--- config.mk ---
export PLATFORM = sky130hd
export DESIGN_NAME = v27ter_tx_symbol_mapper
export DESIGN_NICKNAME = d
export VERILOG_FILES = /design/src/hw/rtl/v27tx_pkg.sv /design/src/hw/rtl/v27tx_symbol_logic.sv /design/src/hw/rtl/v27ter_tx_symbol_mapper.sv
export VERILOG_INCLUDE_DIRS = /design/src /design/src/hw/rtl
export SDC_FILE = /design/constraint.sdc
export NUM_CORES = 1
export LEC_CHECK = 0
export ABC_AREA = 0
export BUFFER_PORTS_ARGS = -buffer_cell sky130_fd_sc_hd__buf_2
export CORE_AREA = 2 2 123 172
export DETAILED_ROUTE_END_ITERATION = 7
export DIE_AREA = 0 0 125 174
export GPL_ROUTABILITY_DRIVEN = 1
export SLEW_MARGIN = 20
export SYNTH_ARGS = -nofsm -noshare
export SYNTH_HDL_FRONTEND = slang
export SYNTH_HIERARCHICAL = 1
export SYNTH_SLANG_ARGS = --single-unit
--- constraint.sdc ---
create_clock -name i_clk -period 6.9 [get_ports i_clk]
set_clock_uncertainty 0.15 [all_clocks]
set_input_delay 1.38 -clock i_clk [delete_from_list [all_inputs] [get_ports i_clk]]
set_output_delay 1.38 -clock i_clk [all_outputs]
set_load 0.1 [all_outputs]
--- src/hw/rtl/v27ter_tx_symbol_mapper_macros.svh ---
// Assertion macros for the V.27ter transmit symbol mapper.
// Included by files that check their own logic; no other dependencies.
`ifndef V27TER_TX_SYMBOL_MAPPER_MACROS_SVH
`define V27TER_TX_SYMBOL_MAPPER_MACROS_SVH

`ifndef SYNTHESIS
// Same-cycle implication, checked out of reset.
`define V27TX_ASSERT_NOW(label, clk, rst_n, ante, cons) \
    label: assert property (@(posedge clk) disable iff (!rst_n) (ante) |-> (cons)) \
        else $error("v27tx assertion failed");
// Next-cycle implication, checked out of reset.
`define V27TX_ASSERT_NEXT(label, clk, rst_n, ante, cons) \
    label: assert property (@(posedge clk) disable iff (!rst_n) (ante) |=> (cons)) \
        else $error("v27tx assertion failed");
`else
`define V27TX_ASSERT_NOW(label, clk, rst_n, ante, cons)
`define V27TX_ASSERT_NEXT(label, clk, rst_n, ante, cons)
`endif

`endif

--- src/hw/rtl/v27tx_pkg.sv ---
// Shared types, constants and scrambler functions for the V.27ter symbol mapper.
// No dependencies; used by v27tx_symbol_logic and the top level.
`timescale 1ns / 1ps
`default_nettype none

package v27tx_pkg;

    localparam logic [11:0] SCR_SEED      = 12'h03C;
    localparam logic [5:0]  GUARD_LIMIT   = 6'd33;
    localparam logic [10:0] STEP_START    = 11'd320;
    localparam logic [10:0] LEN_SILENT    = 11'd32;
    localparam logic [10:0] LEN_REVERSAL  = 11'd50;
    localparam logic [10:0] LEN_SCRAMBLED = 11'd1074;
    localparam logic [10:0] LEN_ONES      = 11'd8;
    localparam logic [10:0] STEP_MAX      = 11'd2047;
    localparam logic [10:0] END_SILENT    = STEP_START + LEN_SILENT;
    localparam logic [10:0] END_REVERSAL  = END_SILENT + LEN_REVERSAL;
    localparam logic [10:0] END_SCRAMBLED = END_REVERSAL + LEN_SCRAMBLED;
    localparam logic [10:0] END_TRAIN     = END_SCRAMBLED + LEN_ONES;
    localparam logic [10:0] DATA_START    = END_TRAIN + 11'd1;
    localparam logic [10:0] END_SHUTDOWN  = END_TRAIN + 11'd32;

    // Phase steps in 45 degree units
    localparam logic [2:0] STEPS_TRIBIT [8] = '{3'd1, 3'd0, 3'd2, 3'd3, 3'd6, 3'd7, 3'd5, 3'd4};
    localparam logic [2:0] STEPS_DIBIT  [4] = '{3'd0, 3'd2, 3'd6, 3'd4};
    localparam logic [2:0] PHASE_REVERSAL = 3'd4;

    // Request operation codes
    localparam logic OP_SYMBOL  = 1'b0;
    localparam logic OP_RESTART = 1'b1;

    // rate_mode codes
    localparam logic RATE_2400 = 1'b0;
    localparam logic RATE_4800 = 1'b1;

    // Register word index (paddr[2])
    localparam logic REG_RATE_MODE = 1'b0;
    localparam logic RATE_MODE_RESET = RATE_4800;

    typedef struct packed {
        logic [11:0] shift;
        logic [5:0]  guard;
        logic        train;
        logic [10:0] step;
        logic [2:0]  phase;
    } t_state;

    typedef struct packed {
        logic [2:0] phase_index;
        logic       silent;
        logic [1:0] bits_taken;
        logic       done_res;
    } t_result;

    // Running state of the bit chain inside one symbol
    typedef struct packed {
        logic [11:0] shift;
        logic [5:0]  guard;
        logic        train;
        logic [1:0]  taken;
        logic        sbit;
    } t_bit_st;

    localparam t_state RESET_STATE = '{
        shift: SCR_SEED, guard: 6'd0, train: 1'b1, step: STEP_START, phase: 3'd0
    };

    // One self-synchronizing scrambler step with the repeat guard
    function automatic t_bit_st scramble(input t_bit_st st, input logic din);
        t_bit_st r;
        logic    o;
        r = st;
        o = din ^ st.shift[5] ^ st.shift[6];
        if (st.guard >= GUARD_LIMIT) begin
            o = ~o;
            r.guard = 6'd0;
        end else if ((st.shift[7] ^ o) & (st.shift[8] ^ o) & (st.shift[11] ^ o)) begin
            r.guard = 6'd0;
        end else begin
            r.guard = st.guard + 6'd1;
        end
        r.shift = {st.shift[10:0], o};
        r.sbit  = o;
        return r;
    endfunction

    // Take a user bit if available, else fall back to ones and re-enter training
    function automatic t_bit_st next_bit(input t_bit_st st, input logic [2:0] data,
                                         input logic [1:0] avail);
        t_bit_st r;
        logic    b;
        r = st;
        b = 1'b1;
        if (!st.train) begin
            if (st.taken < avail) begin
                b = data[st.taken];
                r.taken = st.taken + 2'd1;
            end else begin
                r.train = 1'b1;
            end
        end
        return scramble(r, b);
    endfunction

endpackage

`default_nettype wire

--- src/hw/rtl/v27tx_symbol_logic.sv ---
// Combinational next-state and result logic for one symbol request.
// Depends on v27tx_pkg.
`timescale 1ns / 1ps
`default_nettype none

module v27tx_symbol_logic (
    input  var v27tx_pkg::t_state  i_state,
    input  wire logic              i_rate,
    input  wire logic [2:0]        i_data_bits,
    input  wire logic [1:0]        i_bits_available,
    output v27tx_pkg::t_state      o_state,
    output v27tx_pkg::t_result     o_result
);

    logic [10:0]        step_inc;
    logic               in_train_seg;
    logic               data_train;
    logic               done_flag;
    v27tx_pkg::t_bit_st tr0, tr1, tr2, tr3;
    v27tx_pkg::t_bit_st d0, d1, d2, d3, dfin;
    logic [2:0]         step_val;

    always_comb begin
        step_inc = (i_state.step < v27tx_pkg::STEP_MAX) ? i_state.step + 11'd1 : i_state.step;
        in_train_seg = i_state.train && (step_inc <= v27tx_pkg::END_SCRAMBLED);
        data_train   = i_state.train && (step_inc != v27tx_pkg::DATA_START);
        done_flag    = i_state.train && (step_inc >= v27tx_pkg::END_SHUTDOWN);

        // Scrambled reversal: three scrambled ones, the first sets the phase
        tr0 = '{shift: i_state.shift, guard: i_state.guard, train: 1'b1,
                taken: 2'd0, sbit: 1'b0};
        tr1 = v27tx_pkg::scramble(tr0, 1'b1);
        tr2 = v27tx_pkg::scramble(tr1, 1'b1);
        tr3 = v27tx_pkg::scramble(tr2, 1'b1);

        // Data symbol: first bit is the MSB of the step index
        d0 = '{shift: i_state.shift, guard: i_state.guard, train: data_train,
               taken: 2'd0, sbit: 1'b0};
        d1 = v27tx_pkg::next_bit(d0, i_data_bits, i_bits_available);
        d2 = v27tx_pkg::next_bit(d1, i_data_bits, i_bits_available);
        d3 = v27tx_pkg::next_bit(d2, i_data_bits, i_bits_available);
        if (i_rate == v27tx_pkg::RATE_4800) begin
            step_val = v27tx_pkg::STEPS_TRIBIT[{d1.sbit, d2.sbit, d3.sbit}];
            dfin     = d3;
        end else begin
            step_val = v27tx_pkg::STEPS_DIBIT[{d1.sbit, d2.sbit}];
            dfin     = d2;
        end

        o_state  = i_state;
        o_result = '0;
        if (i_state.train) begin
            o_state.step = step_inc;
        end
        if (in_train_seg) begin
            if (step_inc <= v27tx_pkg::END_SILENT) begin
                o_result.silent = 1'b1;
            end else if (step_inc <= v27tx_pkg::END_REVERSAL) begin
                o_state.phase = i_state.phase + v27tx_pkg::PHASE_REVERSAL;
            end else begin
                o_state.phase = i_state.phase + {tr1.sbit, 2'b00};
                o_state.shift = tr3.shift;
                o_state.guard = tr3.guard;
            end
            o_result.phase_index = o_result.silent ? 3'd0 : o_state.phase;
        end else begin
            o_state.shift = dfin.shift;
            o_state.guard = dfin.guard;
            o_state.train = dfin.train;
            o_state.phase = i_state.phase + step_val;
            o_result.phase_index = o_state.phase;
            o_result.bits_taken  = dfin.taken;
            o_result.done_res    = done_flag;
        end
    end

endmodule

`default_nettype wire

--- src/hw/rtl/v27ter_tx_symbol_mapper.sv ---
// V.27ter transmit symbol mapper: a request passes through the input register, then the result
// register; throughput one request per cycle while the result side does not stall.
// A restart request takes one slot and yields no result.
// The state update path is the scrambler chain of three bits in v27tx_symbol_logic.
// Synchronous active-low reset: training restarts, rate_mode returns to 4800 bit/s.
// Depends on v27tx_pkg, v27tx_symbol_logic and the assertion macro header.
`timescale 1ns / 1ps
`default_nettype none

`include "v27ter_tx_symbol_mapper_macros.svh"

module v27ter_tx_symbol_mapper (
    input  wire logic        i_clk,
    input  wire logic        i_rst_n,
    // request channel
    input  wire logic        i_valid,
    output logic             o_ready,
    input  wire logic        i_operation,
    input  wire logic [2:0]  i_data_bits,
    input  wire logic [1:0]  i_bits_available,
    // result channel
    output logic             o_valid,
    input  wire logic        i_ready,
    output logic [2:0]       o_phase_index,
    output logic             o_silent,
    output logic [1:0]       o_bits_taken,
    output logic             o_done_res,
    // configuration port
    input  wire logic        psel,
    input  wire logic        penable,
    input  wire logic        pwrite,
    input  wire logic [2:0]  paddr,
    input  wire logic [31:0] pwdata,
    output logic [31:0]      prdata,
    output logic             pready
);

    // Input register stage
    logic                r_in_valid;
    logic                r_op;
    logic [2:0]          r_data;
    logic [1:0]          r_avail;

    // Mapper state and configuration
    v27tx_pkg::t_state   r_state;
    v27tx_pkg::t_state   n_state;
    logic                r_rate;

    // Result register stage
    logic                r_out_valid;
    v27tx_pkg::t_result  r_result;
    v27tx_pkg::t_result  n_result;

    logic                w_restart;
    logic                w_adv;
    logic                w_cfg_wr;

    // The request in the input register moves on when the result slot is free
    // or is being emptied; a restart never needs the slot.
    assign w_restart = (r_op == v27tx_pkg::OP_RESTART);
    assign w_adv     = r_in_valid && (w_restart || !r_out_valid || i_ready);
    assign o_ready   = !r_in_valid || w_adv;

    v27tx_symbol_logic u_logic (
        .i_state          (r_state),
        .i_rate           (r_rate),
        .i_data_bits      (r_data),
        .i_bits_available (r_avail),
        .o_state          (n_state),
        .o_result         (n_result)
    );

    // Input register
    always_ff @(posedge i_clk) begin
        if (!i_rst_n) begin
            r_in_valid <= 1'b0;
        end else if (o_ready) begin
            r_in_valid <= i_valid;
        end
    end

    always_ff @(posedge i_clk) begin
        if (o_ready && i_valid) begin
            r_op    <= i_operation;
            r_data  <= i_data_bits;
            r_avail <= i_bits_available;
        end
    end

    // State update, in request order
    always_ff @(posedge i_clk) begin
        if (!i_rst_n) begin
            r_state <= v27tx_pkg::RESET_STATE;
        end else if (w_adv) begin
            r_state <= w_restart ? v27tx_pkg::RESET_STATE : n_state;
        end
    end

    // Result register
    always_ff @(posedge i_clk) begin
        if (!i_rst_n) begin
            r_out_valid <= 1'b0;
        end else if (w_adv && !w_restart) begin
            r_out_valid <= 1'b1;
        end else if (i_ready) begin
            r_out_valid <= 1'b0;
        end
    end

    always_ff @(posedge i_clk) begin
        if (w_adv && !w_restart) begin
            r_result <= n_result;
        end
    end

    assign o_valid       = r_out_valid;
    assign o_phase_index = r_result.phase_index;
    assign o_silent      = r_result.silent;
    assign o_bits_taken  = r_result.bits_taken;
    assign o_done_res    = r_result.done_res;

    // Configuration port: one register at word 0, byte lanes ignored
    assign pready   = 1'b1;
    assign w_cfg_wr = psel && penable && pwrite && pready;

    always_ff @(posedge i_clk) begin
        if (!i_rst_n) begin
            r_rate <= v27tx_pkg::RATE_MODE_RESET;
        end else if (w_cfg_wr && (paddr[2] == v27tx_pkg::REG_RATE_MODE)) begin
            r_rate <= pwdata[0];
        end
    end

    always_comb begin
        unique case (paddr[2])
            v27tx_pkg::REG_RATE_MODE: prdata = {31'd0, r_rate};
            default:                  prdata = 32'd0;
        endcase
    end

    // Checks
    `V27TX_ASSERT_NOW(a_silent_clean, i_clk, i_rst_n, o_valid && o_silent,
        (o_phase_index == 3'd0) && (o_bits_taken == 2'd0) && !o_done_res)
    `V27TX_ASSERT_NOW(a_guard_bound, i_clk, i_rst_n, 1'b1,
        r_state.guard <= v27tx_pkg::GUARD_LIMIT)
    `V27TX_ASSERT_NEXT(a_restart_state, i_clk, i_rst_n, w_adv && w_restart,
        r_state == v27tx_pkg::RESET_STATE)
    `V27TX_ASSERT_NEXT(a_step_monotonic, i_clk, i_rst_n, w_adv && !w_restart,
        r_state.step >= $past(r_state.step))
    `V27TX_ASSERT_NOW(a_done_in_train, i_clk, i_rst_n, o_valid && o_done_res, r_state.train)

endmodule

`default_nettype wire

# After elaboration in Yosys (flattened, before gate mapping)

Memories as Yosys holds them, arrays and structs flattened.
Cells that the tools add are included.

Reductions and logical operators: 20
Add/sub/neg operators: 11
$lt $le $gt $ge: 17
Equality and inequality tests: 4
Mux-type cells: 61
Bitwise operators: 51

Operators with widths:

| operator                                                                      | number |
|---|---|
| 6-bit two-way mux                                                             | 12 |
| 18-bit two-way mux                                                            | 3 |
| 3-bit two-way mux                                                             | 13 |
| 33-bit two-way mux                                                            | 1 |
| 6-bit by 1-bit adder with 6-bit output (second input constant)                | 5 |
| 6-bit greater-or-equal comparator (second input constant)                     | 5 |
| 1-bit XOR                                                                     | 27 |
| 1-bit two-way mux                                                             | 24 |
| 11-bit by 9-bit <= comparator with 1-bit output (second input constant)       | 2 |
| 11-bit two-way mux                                                            | 2 |
| 22-bit two-way mux                                                            | 1 |
| 1-bit AND                                                                     | 12 |
| 11-bit by 1-bit adder with 11-bit output (second input constant)              | 1 |
| 11-bit greater-or-equal comparator (second input constant)                    | 1 |
| 11-bit <= comparator (second input constant)                                  | 1 |
| 11-bit less-than comparator (second input constant)                           | 1 |
| 11-bit != test (second input constant)                                        | 1 |
| 1-bit NOT                                                                     | 10 |
| 1-bit logical AND                                                             | 9 |
| 3-bit adder                                                                   | 2 |
| 3-bit binary-select mux with 2-bit select                                     | 1 |
| 2-bit by 3-bit less-than comparator with 1-bit output (second input constant) | 2 |
| 3-bit != test (second input constant)                                         | 2 |
| 2-bit by 1-bit adder with 2-bit output (second input constant)                | 2 |
| 15 further kinds                                                              | 24 |

Output and inout bits: 42
Register bits after elaboration: 49
Memory bits (read-only): 24
Input bits: 48
Logic and storage cells: 180
Memories kept: 1

Memory list:

| name             | words | width | read ports | clocked after Yosys merged registers in | write ports | RTL line                 | text |
|---|---|---|---|---|---|---|---|
| (name not given) | 8     | 3     | 1          | 0                                       | 0           | v27tx_symbol_logic.sv:43 | `step_val = v27tx_pkg::STEPS_TRIBIT[{d1.sbit, d2.sbit, d3.sbit}];` |

# Longest topological paths before layout

Gate-level depths: netlist of the first run.

Word-level depth: 26
Gate-level depth with buffers: 32
Depth with buffers taken out: 30

# Modules after synthesis

Netlist of the first run, hierarchy kept.

By module, submodules not included:

| module                  | cells an instance | seq. area each (µm²) | area an instance (µm²) | times used |
|---|---|---|---|---|
| v27tx_symbol_logic      | 449               | 0.0                  | 2932.8                 | 1 |
| v27ter_tx_symbol_mapper | 141               | 1111.1               | 1838.0                 | 1 |

# Least setup slack after synthesis of the first run

Ideal clock, no wire load.

Path type: register to register
From: reg r_state[4] (netlist name)
To: reg r_result, in the netlist o_phase_index[2] (data pin)
Setup time: 0.254 ns
Stages on the path, launching flop included: 31
Setup slack: 0.673 ns
Required time: 6.496 ns
Clock period less this slack: 6.227 ns
Buffers on the path: 1
Data arrival time: 5.823 ns
Cell sequence: dfxtp_1 > ha_1 > nand2_2 > o31a_1 > o211ai_1 > a2111oi_2 > a211oi_2 > and3_1 > inv_1 > ha_1 > nand2b_1 > a311o_1 > a2bb2oi_1 > o211ai_1 > and2_1 > buf_6 > nand2_1 > ha_1 > nand2b_1 > a211oi_1 > a41o_1 > nor2_1 > xnor2_1 > mux2i_1 > ha_1 > inv_1 > fa_1 > xnor2_1 > mux2i_1 > xor2_1 > nor2b_1

RTL lines:

| what                   | RTL line                       | text |
|---|---|---|
| from (decl)            | v27ter_tx_symbol_mapper.sv:45  | `v27tx_pkg::t_state r_state;` |
| from (signal assigned) | v27ter_tx_symbol_mapper.sv:93  | `r_state <= v27tx_pkg::RESET_STATE;` |
| from (signal assigned) | v27ter_tx_symbol_mapper.sv:95  | `r_state <= w_restart ? v27tx_pkg::RESET_STATE : n_state;` |
| to (signal assigned)   | v27ter_tx_symbol_mapper.sv:112 | `r_result <= n_result;` |
| to (decl)              | v27ter_tx_symbol_mapper.sv:51  | `v27tx_pkg::t_result r_result;` |

==> results.cfg, run 1 <==
[synthesis]
post-synth-top-count-cell = nor2_1
yosysSeqAreaShare_pct = 23.3
yosys.area.top_type = dfxtp_1
async_flop_share_pct = 0
ys.flop_type = dfxtp_1
ys_ff_latch = 49
yosys_warnings = 6
syn_area_um2 = 4770
syn_inst = 590
synth_top_area_share_pct = 15.1
synth_edf_count = 13
synth_commonest_cells = nor2_1 (50), nand2_1 (40), dfxtp_1 (36)
syn-mean-instance-area_um2 = 8.09
synthTopCellsByArea = dfxtp_1 (15%), edfxtp_1 (8.2%), ha_1 (5.2%)
synthDistinctLibCells = 84

[clock_tree]
clk_latency_ns = 0.30
clk_pin_slew_ns = 0.07
tritoncts = done
htreeDepth = 2
cts-root-buf = clkbuf_16
hold_buffers = 0
clock_path_buffers = 2
cts-buffers-inserted = 5
clock_sinks = 49

[routing]
routed_wirelength_mm = 12.8
route.detailed.wl_per_inst_um = 14.5
viasPerCell = 4.99
drc = 0
drtAntennaViolNets = 0
drt-initial-drc-count = 284
vias = 4403
dr.pass1.iters = 4

[setup_path]
crit_start = r_state[4]
cpPeakStageDelay_ns = 0.41
cp_data_required_time_ns = 6.80
timing.rr.start = r_state[4]
arrival_ns = 6.38
cpMostUsedCell = ha_1
endpoint_kind = register
crit_slowest_cell = dfxtp_2
start_kind = register
path_max_fanout = 7
criticalPathCategory = reg -> reg

[sta]
whs_ns = 0.333
hold_viol = 0
setup-violations-final = 0
worst_pin_slew_ns = 0.878
finalCriticalPeriod_ns = 6.48
max_freq_ghz = 0.154
post-route-period-util_pct = 93.9
final-max-slew-violation-count = 0
maxSlewHeadroom_pct = 41.4
finalWorstSetupSlack_ns = 0.418

[global_routing]
gr-total-overflow = 0
grt_max_degree = 27
antenna_found_initial = 0
grt_pass1_vias = 4165
gr-usage-all-layers_pct = 11.4
grt_pass1_wl_mm = 20.5

[power_and_ir_drop]
leakagePower_nw = 2.12
p_per_area_nw_per_um2 = 125
vdd_ir_drop_max_mv = 0.0959

[placement]
dp_slack_ns = 0.0574
placed_cells = 872
dpl_cell_area_um2 = 5140
place_congestion = 0.907
dp_hpwl_mm = 9.68
portBuffers = 24

[floorplanning]
ios = 90
initial_utilization_pct = 23.5
die_x_um = 125
die_h_um = 174
num_rows = 62
core_area_um2 = 20300
dieArea_um2 = 21800

[cells_and_area]
layout.cells.non_filler = 882
diodes = 0
fin_nets = 694
drive_gt1_share_pct = 16.3
utilization_pct = 26.3
design_area_um2 = 5350
area_growth_pct = 12.2

[job]
maxCapViolCount = 0

[worst_hold_path]
hold_path_class = reg -> reg
min_from = r_state[21]

[status]
status = finished clean
## layout by cell type (no fill, tap or decap), drive strengths merged, types with 18 or more instances in the layout
master | Yosys | final
a21oi | 28 | 28
nand2 | 42 | 42
buf | 50 | 61
xnor2 | 18 | 18
inv | 33 | 34
nor2 | 51 | 51
o21ai | 19 | 19
nand2b | 18 | 18
a22o | 26 | 26
ha | 20 | 20
conb | 2 | 32
nand3 | 21 | 21
dfxtp | 36 | 36
## power breakdown
part	internal, mW	leakage [nW]	switching (mW)	total, mW
clock network	0.136	0.0712	0.116	0.252
logic	0.0100	1.64	0.107	0.117
registers	0.299	0.404	0.00232	0.301
## final cells by class
type | count | area, um^2
Tap cell | 256 | 320
Sequential cell | 49 | 1110
Inverter | 34 | 128
Multi-Input combinational cell | 474 | 3250
Clock inverter | 2 | 13.8
Fill cell | 2231 | 15000
Clock buffer | 6 | 129
Timing Repair Buffer | 61 | 398
## worst max-delay path: cells and delay by family (launching register included)
| family | cells | cell delay [ns] |
|---|---|---|
| adder cells (fa/ha/maj) | 5 | 1.11 |
| XOR/XNOR | 3 | 0.57 |
| multiplexers | 2 | 0.29 |
| AND/OR/NAND/NOR | 8 | 1.19 |
| buffers and inverters | 3 | 0.25 |
| AO/OA/AOI/OAI | 9 | 2.24 |
| flip-flops | 1 | 0.41 |
## layer usage
metal	vias up	track usage [%]	wire length, um
met5	-	0	0
met4	0	6.48	692
li1	2156	-	-
met1	2052	12.2	5090
met2	153	21.2	6490
met3	42	1.32	487
## cell families (layout without fill, tap and decap cells)
family                     Yosys count  count (layout)  synth area share, %
AOI/OAI and AO/OA                  166             166                 26.4
other                                2              32                0.157
DFF                                 49              49                 23.3
buffers and inverters               97             103                 12.0
xor gates and xnor gates            29              29                 5.72
and+or+nand+nor                    210             210                 23.3
adders and majority gates           21              21                 5.66
muxes                               16              16                 3.46
## worst paths after layout
path	end	slack [ns]	cells after the start
max	o_phase_index[2]	0.42	30
min	r_state[21]	0.33	1
max reg2reg	o_phase_index[2]	0.42	30
min reg2reg	r_state[21]	0.33	1
## repair_timing
action | in CTS | in global routing
resized for setup | 0 | 11
buffers inserted | 0 | 2
setup endpoints to repair | 0 | 4
## flip-flops by register name, indices dropped and copies added (netlist names)
name           count
r_data             3
o_phase_index      3
r_avail            2
o_silent           1
o_bits_taken       2
r_rate             1
r_op               1
r_in_valid         1
o_done_res         1
o_valid            1
r_state           33
## stage by stage
step,total power [mW],setup TNS (ns)
finish,0.670,0
global route,0.691,-0.0543
CTS,0.677,0
detailed placement,0.424,0
global placement,0.424,0
floorplan,0.429,0
No activity file was read; power rests on OpenSTA's default activity.
==> inputs of run 2 (changes only) <==
--- a/config.mk
+++ b/config.mk
@@ -8,10 +8,11 @@
 export LEC_CHECK = 0
 export ABC_AREA = 0
 export BUFFER_PORTS_ARGS = -buffer_cell sky130_fd_sc_hd__buf_2
-export CORE_AREA = 2 2 123 172
+export CORE_AREA = 2 2 90 126
 export DETAILED_ROUTE_END_ITERATION = 7
-export DIE_AREA = 0 0 125 174
+export DIE_AREA = 0 0 92 128
 export GPL_ROUTABILITY_DRIVEN = 1
+export PLACE_DENSITY = 0.67
 export SLEW_MARGIN = 20
 export SYNTH_ARGS = -nofsm -noshare
 export SYNTH_HDL_FRONTEND = slang
==> results.cfg, run 2 (same netlist as run 1, synthesis figures left out) <==
[global_routing]
grt_max_degree = 27
use_met1_pct = 24.5
grt.met3_usage_pct = 2.12
grt_pass1_vias = 4003
antenna_found_initial = 0
busiest_layer = met2
grt_pass1_wl_mm = 19.5
grt_util_met2_pct = 37.1
gr-usage-all-layers_pct = 20.3
gr-total-overflow = 0

[setup_path]
crit_slowest_cell = dfxtp_4
crit_path_end = o_phase_index[2]
arrival_ns = 6.37
critPathTopFamily = compound AO/OA/AOI/OAI gates
path_max_fanout = 7
timing.rr.start = r_state[4]
critPathBufInv = 3
criticalPathCategory = reg -> reg
r2r_slack_ns = 0.43
crit_start = r_state[4]
r2r_cells = 30
cpMostUsedCell = ha_1
cpPeakStageDelay_ns = 0.40
worst-path-stages = 30
endpoint_kind = register
start_kind = register
cp_data_required_time_ns = 6.80
r2r_end = o_phase_index[2]

[floorplanning]
core_area_um2 = 10700
num_rows = 45
initial_utilization_pct = 44.6
die_x_um = 92
die_h_um = 128
ios = 90
dieArea_um2 = 11800

[clock_tree]
cts-buffers-inserted = 5
clock_path_buffers = 2
tritoncts = done
hold_buffers = 0
htreeDepth = 2
cts-root-buf = clkbuf_16
clk_pin_slew_ns = 0.07
clock_sinks = 49
clk_latency_ns = 0.29

[cells_and_area]
area_growth_pct = 7.79
diodes = 0
top_register = r_state
fin_nets = 684
mostFrequentLayoutCell = nor2_1
layout.cells.non_filler = 757
fill_cells = 1084
drive_gt1_share_pct = 15.1
largest_register_ffs = 33
layout_common_cells = nor2_1 (50), nand2_1 (40), conb_1 (32), inv_1 (31), dfxtp_1 (30)

[sta]
finalCriticalPeriod_ns = 6.47
worst_pin_slew_ns = 0.900
setup-violations-final = 0
post-route-period-util_pct = 93.7
maxSlewHeadroom_pct = 40.0
hold_viol = 0
max_freq_ghz = 0.155
final-max-slew-violation-count = 0
rsz0062_at_grt = false
fin_setup_tns_ns = 0

[power_and_ir_drop]
seqPwrFrac_pct = 42.8
power_frac_comb_pct = 16.6
p_per_area_nw_per_um2 = 137
switching_share_pct = 31.8
vdd_ir_drop_max_mv = 0.124
clkPwrFrac_pct = 40.6
intPower_mw = 0.480
leakagePower_nw = 2.08
power.switching_mw = 0.224

[worst_hold_path]
hold_path_class = reg -> reg
worstHoldPathCells = 1

[placement]
place_congestion = 0.923
dp_hpwl_mm = 9.23
portBuffers = 24
placed_cells = 745

[routing]
viasPerCell = 5.84
route.detailed.wl_per_inst_um = 16.2
dr.pass1.iters = 5
routed_wirelength_mm = 12.2
drc = 0
drt-initial-drc-count = 270
vias = 4418
drtAntennaViolNets = 0

[status]
status = finished clean

[job]
maxCapViolCount = 0
==> run 2: worst min path at each step <==
stage / startpoint / end / slack, ns
after global placement: r_state[23] / r_state[23] / 0.32
after global routing: r_state[23] / r_state[23] / 0.35
after detailed placement: r_state[23] / r_state[23] / 0.32
after floorplan: r_state[12] / r_state[12] / 0.29
final: r_state[23] / r_state[23] / 0.34
after CTS: r_state[23] / r_state[23] / 0.34
==> run 2: metrics by stage <==
| step | utilization (%) | setup WS (ns) | total power, mW | cell area (um^2) | hold WS [ns] |
|---|---|---|---|---|---|
| floorplan | - | 0.673 | 0.429 | 4880 | 0.293 |
| global placement | 45.9 | 0.336 | 0.423 | 4910 | 0.315 |
| detailed placement | 45.9 | 0.192 | 0.424 | 4910 | 0.323 |
| CTS | 47.5 | 0.116 | 0.708 | 5080 | 0.339 |
| global route | 48.1 | 0.00593 | 0.721 | 5140 | 0.351 |
| finish | 48.1 | 0.434 | 0.704 | 5140 | 0.335 |
==> run 2: timing repair <==
action | CTS | global route
hold endpoints to repair | 0 | 0
setup buffers | 0 | 4
resized for setup | 0 | 11
setup endpoints to repair | 0 | 3
==> run 2: power groups by stage <==
| stage | registers [mW] | logic (mW) | clock network [mW] |
|---|---|---|---|
| 2_1_floorplan | 0.319 | 0.111 | 0 |
| 3_3_place_gp | 0.308 | 0.115 | 0 |
| 3_5_place_dp | 0.308 | 0.116 | 0 |
| 4_1_cts | 0.302 | 0.116 | 0.291 |
| 5_1_grt | 0.302 | 0.120 | 0.299 |
| 6_report | 0.301 | 0.117 | 0.286 |
==> run 2: cell type report <==
type	count	area (um^2)	share of cell area (%)
Timing Repair Buffer	51	323	6.28
Clock buffer	5	125	2.43
Tap cell	141	176	3.43
Sequential cell	49	1120	21.8
Clock inverter	3	43.8	0.852
Multi-Input combinational cell	474	3230	62.7
Inverter	34	128	2.48
==> run 2: per-layer routing <==
layer | share of wire [%] | routed length, um | vias up
li1 | - | - | 2124
met1 | 40 | 4950 | 2088
met2 | 52 | 6330 | 182
met3 | 5.2 | 633 | 24
met4 | 2.6 | 313 | 0
met5 | 0 | 0 | -
==> inputs of run 3 (changes only) <==
--- a/config.mk
+++ b/config.mk
@@ -8,11 +8,11 @@
 export LEC_CHECK = 0
 export ABC_AREA = 0
 export BUFFER_PORTS_ARGS = -buffer_cell sky130_fd_sc_hd__buf_2
-export CORE_AREA = 2 2 90 126
+export CORE_AREA = 2 2 86 121
 export DETAILED_ROUTE_END_ITERATION = 7
-export DIE_AREA = 0 0 92 128
+export DIE_AREA = 0 0 88 123
 export GPL_ROUTABILITY_DRIVEN = 1
-export PLACE_DENSITY = 0.67
+export PLACE_DENSITY = 0.72
 export SLEW_MARGIN = 20
 export SYNTH_ARGS = -nofsm -noshare
 export SYNTH_HDL_FRONTEND = slang
==> constraint.sdc (replaced) <==
create_clock -name i_clk -period 6.9 [get_ports i_clk]
set_clock_uncertainty 0.15 [all_clocks]
set_input_delay 1.38 -clock i_clk [delete_from_list [all_inputs] [get_ports i_clk]]
set_output_delay 1.38 -clock i_clk [all_outputs]
set_load 0.005 [all_outputs]
==> results.cfg, run 3 (same netlist as run 1, synthesis figures left out) <==
[placement]
portBuffers = 24
dp_hpwl_mm = 9.14
dpl_cell_area_um2 = 4890
place_congestion = 0.916

[global_routing]
gr-usage-all-layers_pct = 22.6
grt_max_degree = 27
gr-total-overflow = 0
grt_pass1_wl_mm = 19.4
grt_pass1_vias = 4171
antenna_found_initial = 0

[routing]
routed_wirelength_mm = 11.9
vias = 4403
viasPerCell = 5.91
route.detailed.wl_per_inst_um = 16.0
dr.pass1.iters = 5
drt-initial-drc-count = 277
drc = 0
drtAntennaViolNets = 0

[setup_path]
start_kind = register
cpMostUsedCell = ha_1
critPathBufInv = 3
criticalPathCategory = reg -> reg
crit_slowest_cell = or4_4
r2r_end = o_phase_index[2]
crit_start = r_state[10]
arrival_ns = 6.46
r2r_slack_ns = 0.34
path_max_fanout = 7
critPathTopFamily = simple AND/OR/NAND/NOR gates
endpoint_kind = register
cpPeakStageDelay_ns = 0.47
timing.rr.start = r_state[10]
cp_data_required_time_ns = 6.80
r2r_cells = 29

[status]
status = finished clean

[clock_tree]
clock_path_buffers = 2
hold_buffers = 0
clk_pin_slew_ns = 0.07
clk_latency_ns = 0.30
cts-buffers-inserted = 5
cts-root-buf = clkbuf_16
post-cts-setup-buffers = 0
clock_sinks = 49
htreeDepth = 2
tritoncts = done

[floorplanning]
num_rows = 43
core_area_um2 = 9740
dieArea_um2 = 10800
die_x_um = 88
die_h_um = 123
initial_utilization_pct = 49.0
ios = 90

[sta]
hold_viol = 0
setup-violations-final = 0
worst_pin_slew_ns = 0.929
final-max-slew-violation-count = 0
rsz0062_at_grt = false
fin_setup_tns_ns = 0
finalCriticalPeriod_ns = 6.56
max_freq_ghz = 0.153
maxSlewHeadroom_pct = 38.1
post-route-period-util_pct = 95.0

[cells_and_area]
area_growth_pct = 6.03
diodes = 0
drive_gt1_share_pct = 13.1
mostFrequentLayoutCell = nor2_1
multi_input_area_um2 = 3220
ff_latch_area_um2 = 1110
top_register = r_state
fin_nets = 678
layout_common_cells = nor2_1 (50), nand2_1 (40), dfxtp_1 (34), conb_1 (32), inv_1 (31)
design_area_um2 = 5060
largest_register_ffs = 33
fill_cells = 905

[power_and_ir_drop]
leakagePower_nw = 2.04
p_per_area_nw_per_um2 = 115
vdd_ir_drop_max_mv = 0.130

[worst_hold_path]
hold_path_class = reg -> reg
hold-path-endpoint = r_state[23]
worstHoldPathCells = 1
min_from = r_state[23]

[job]
maxCapViolCount = 0
-- run 3: per-stage QoR --
stage                     util, %  hold WS, ns  setup slack, ns  power (mW)  instances
after detailed placement     50.3        0.325            0.262       0.339        737
after CTS                    51.7        0.347            0.250       0.584        745
after global placement       50.1        0.315            0.443       0.337        736
after floorplan                 -        0.293            0.673       0.343        620
final                        51.9        0.341            0.343       0.580        745
after global routing         51.9        0.373           0.0642       0.599        745
-- run 3: layer usage --
layer,vias up,GRT usage (%),part of all wire (%)
li1,2125,-,-
met1,2036,25.8,40
met3,37,2.60,5.5
met2,205,41.2,51
met4,0,10.6,3.6
met5,-,0,0
-- run 3: worst max path at each step --
stage,to,cells after the start
detailed placement,o_phase_index[2],31
global route,o_phase_index[2],29
finish,o_phase_index[2],29
floorplan,o_phase_index[2],30
global placement,o_phase_index[2],29
CTS,o_phase_index[2],31
-- run 3: cell type report --
type	count	area share, %
Multi-Input combinational cell	474	63.7
Clock buffer	6	2.55
Inverter	34	2.52
Tap cell	135	3.34
Sequential cell	49	22.0
Timing Repair Buffer	45	5.64
Clock inverter	2	0.272
-- run 3: what timing repair did --
item,in CTS,in global routing
gates resized for setup,0,5
endpoints found under the setup margin,0,2
endpoints found under the hold margin,0,0
-- run 3: where the power goes --
group,internal [mW],switching (mW)
clock,0.135,0.112
sequential,0.299,0.00280
combinational,0.0101,0.0209
total,0.445,0.136
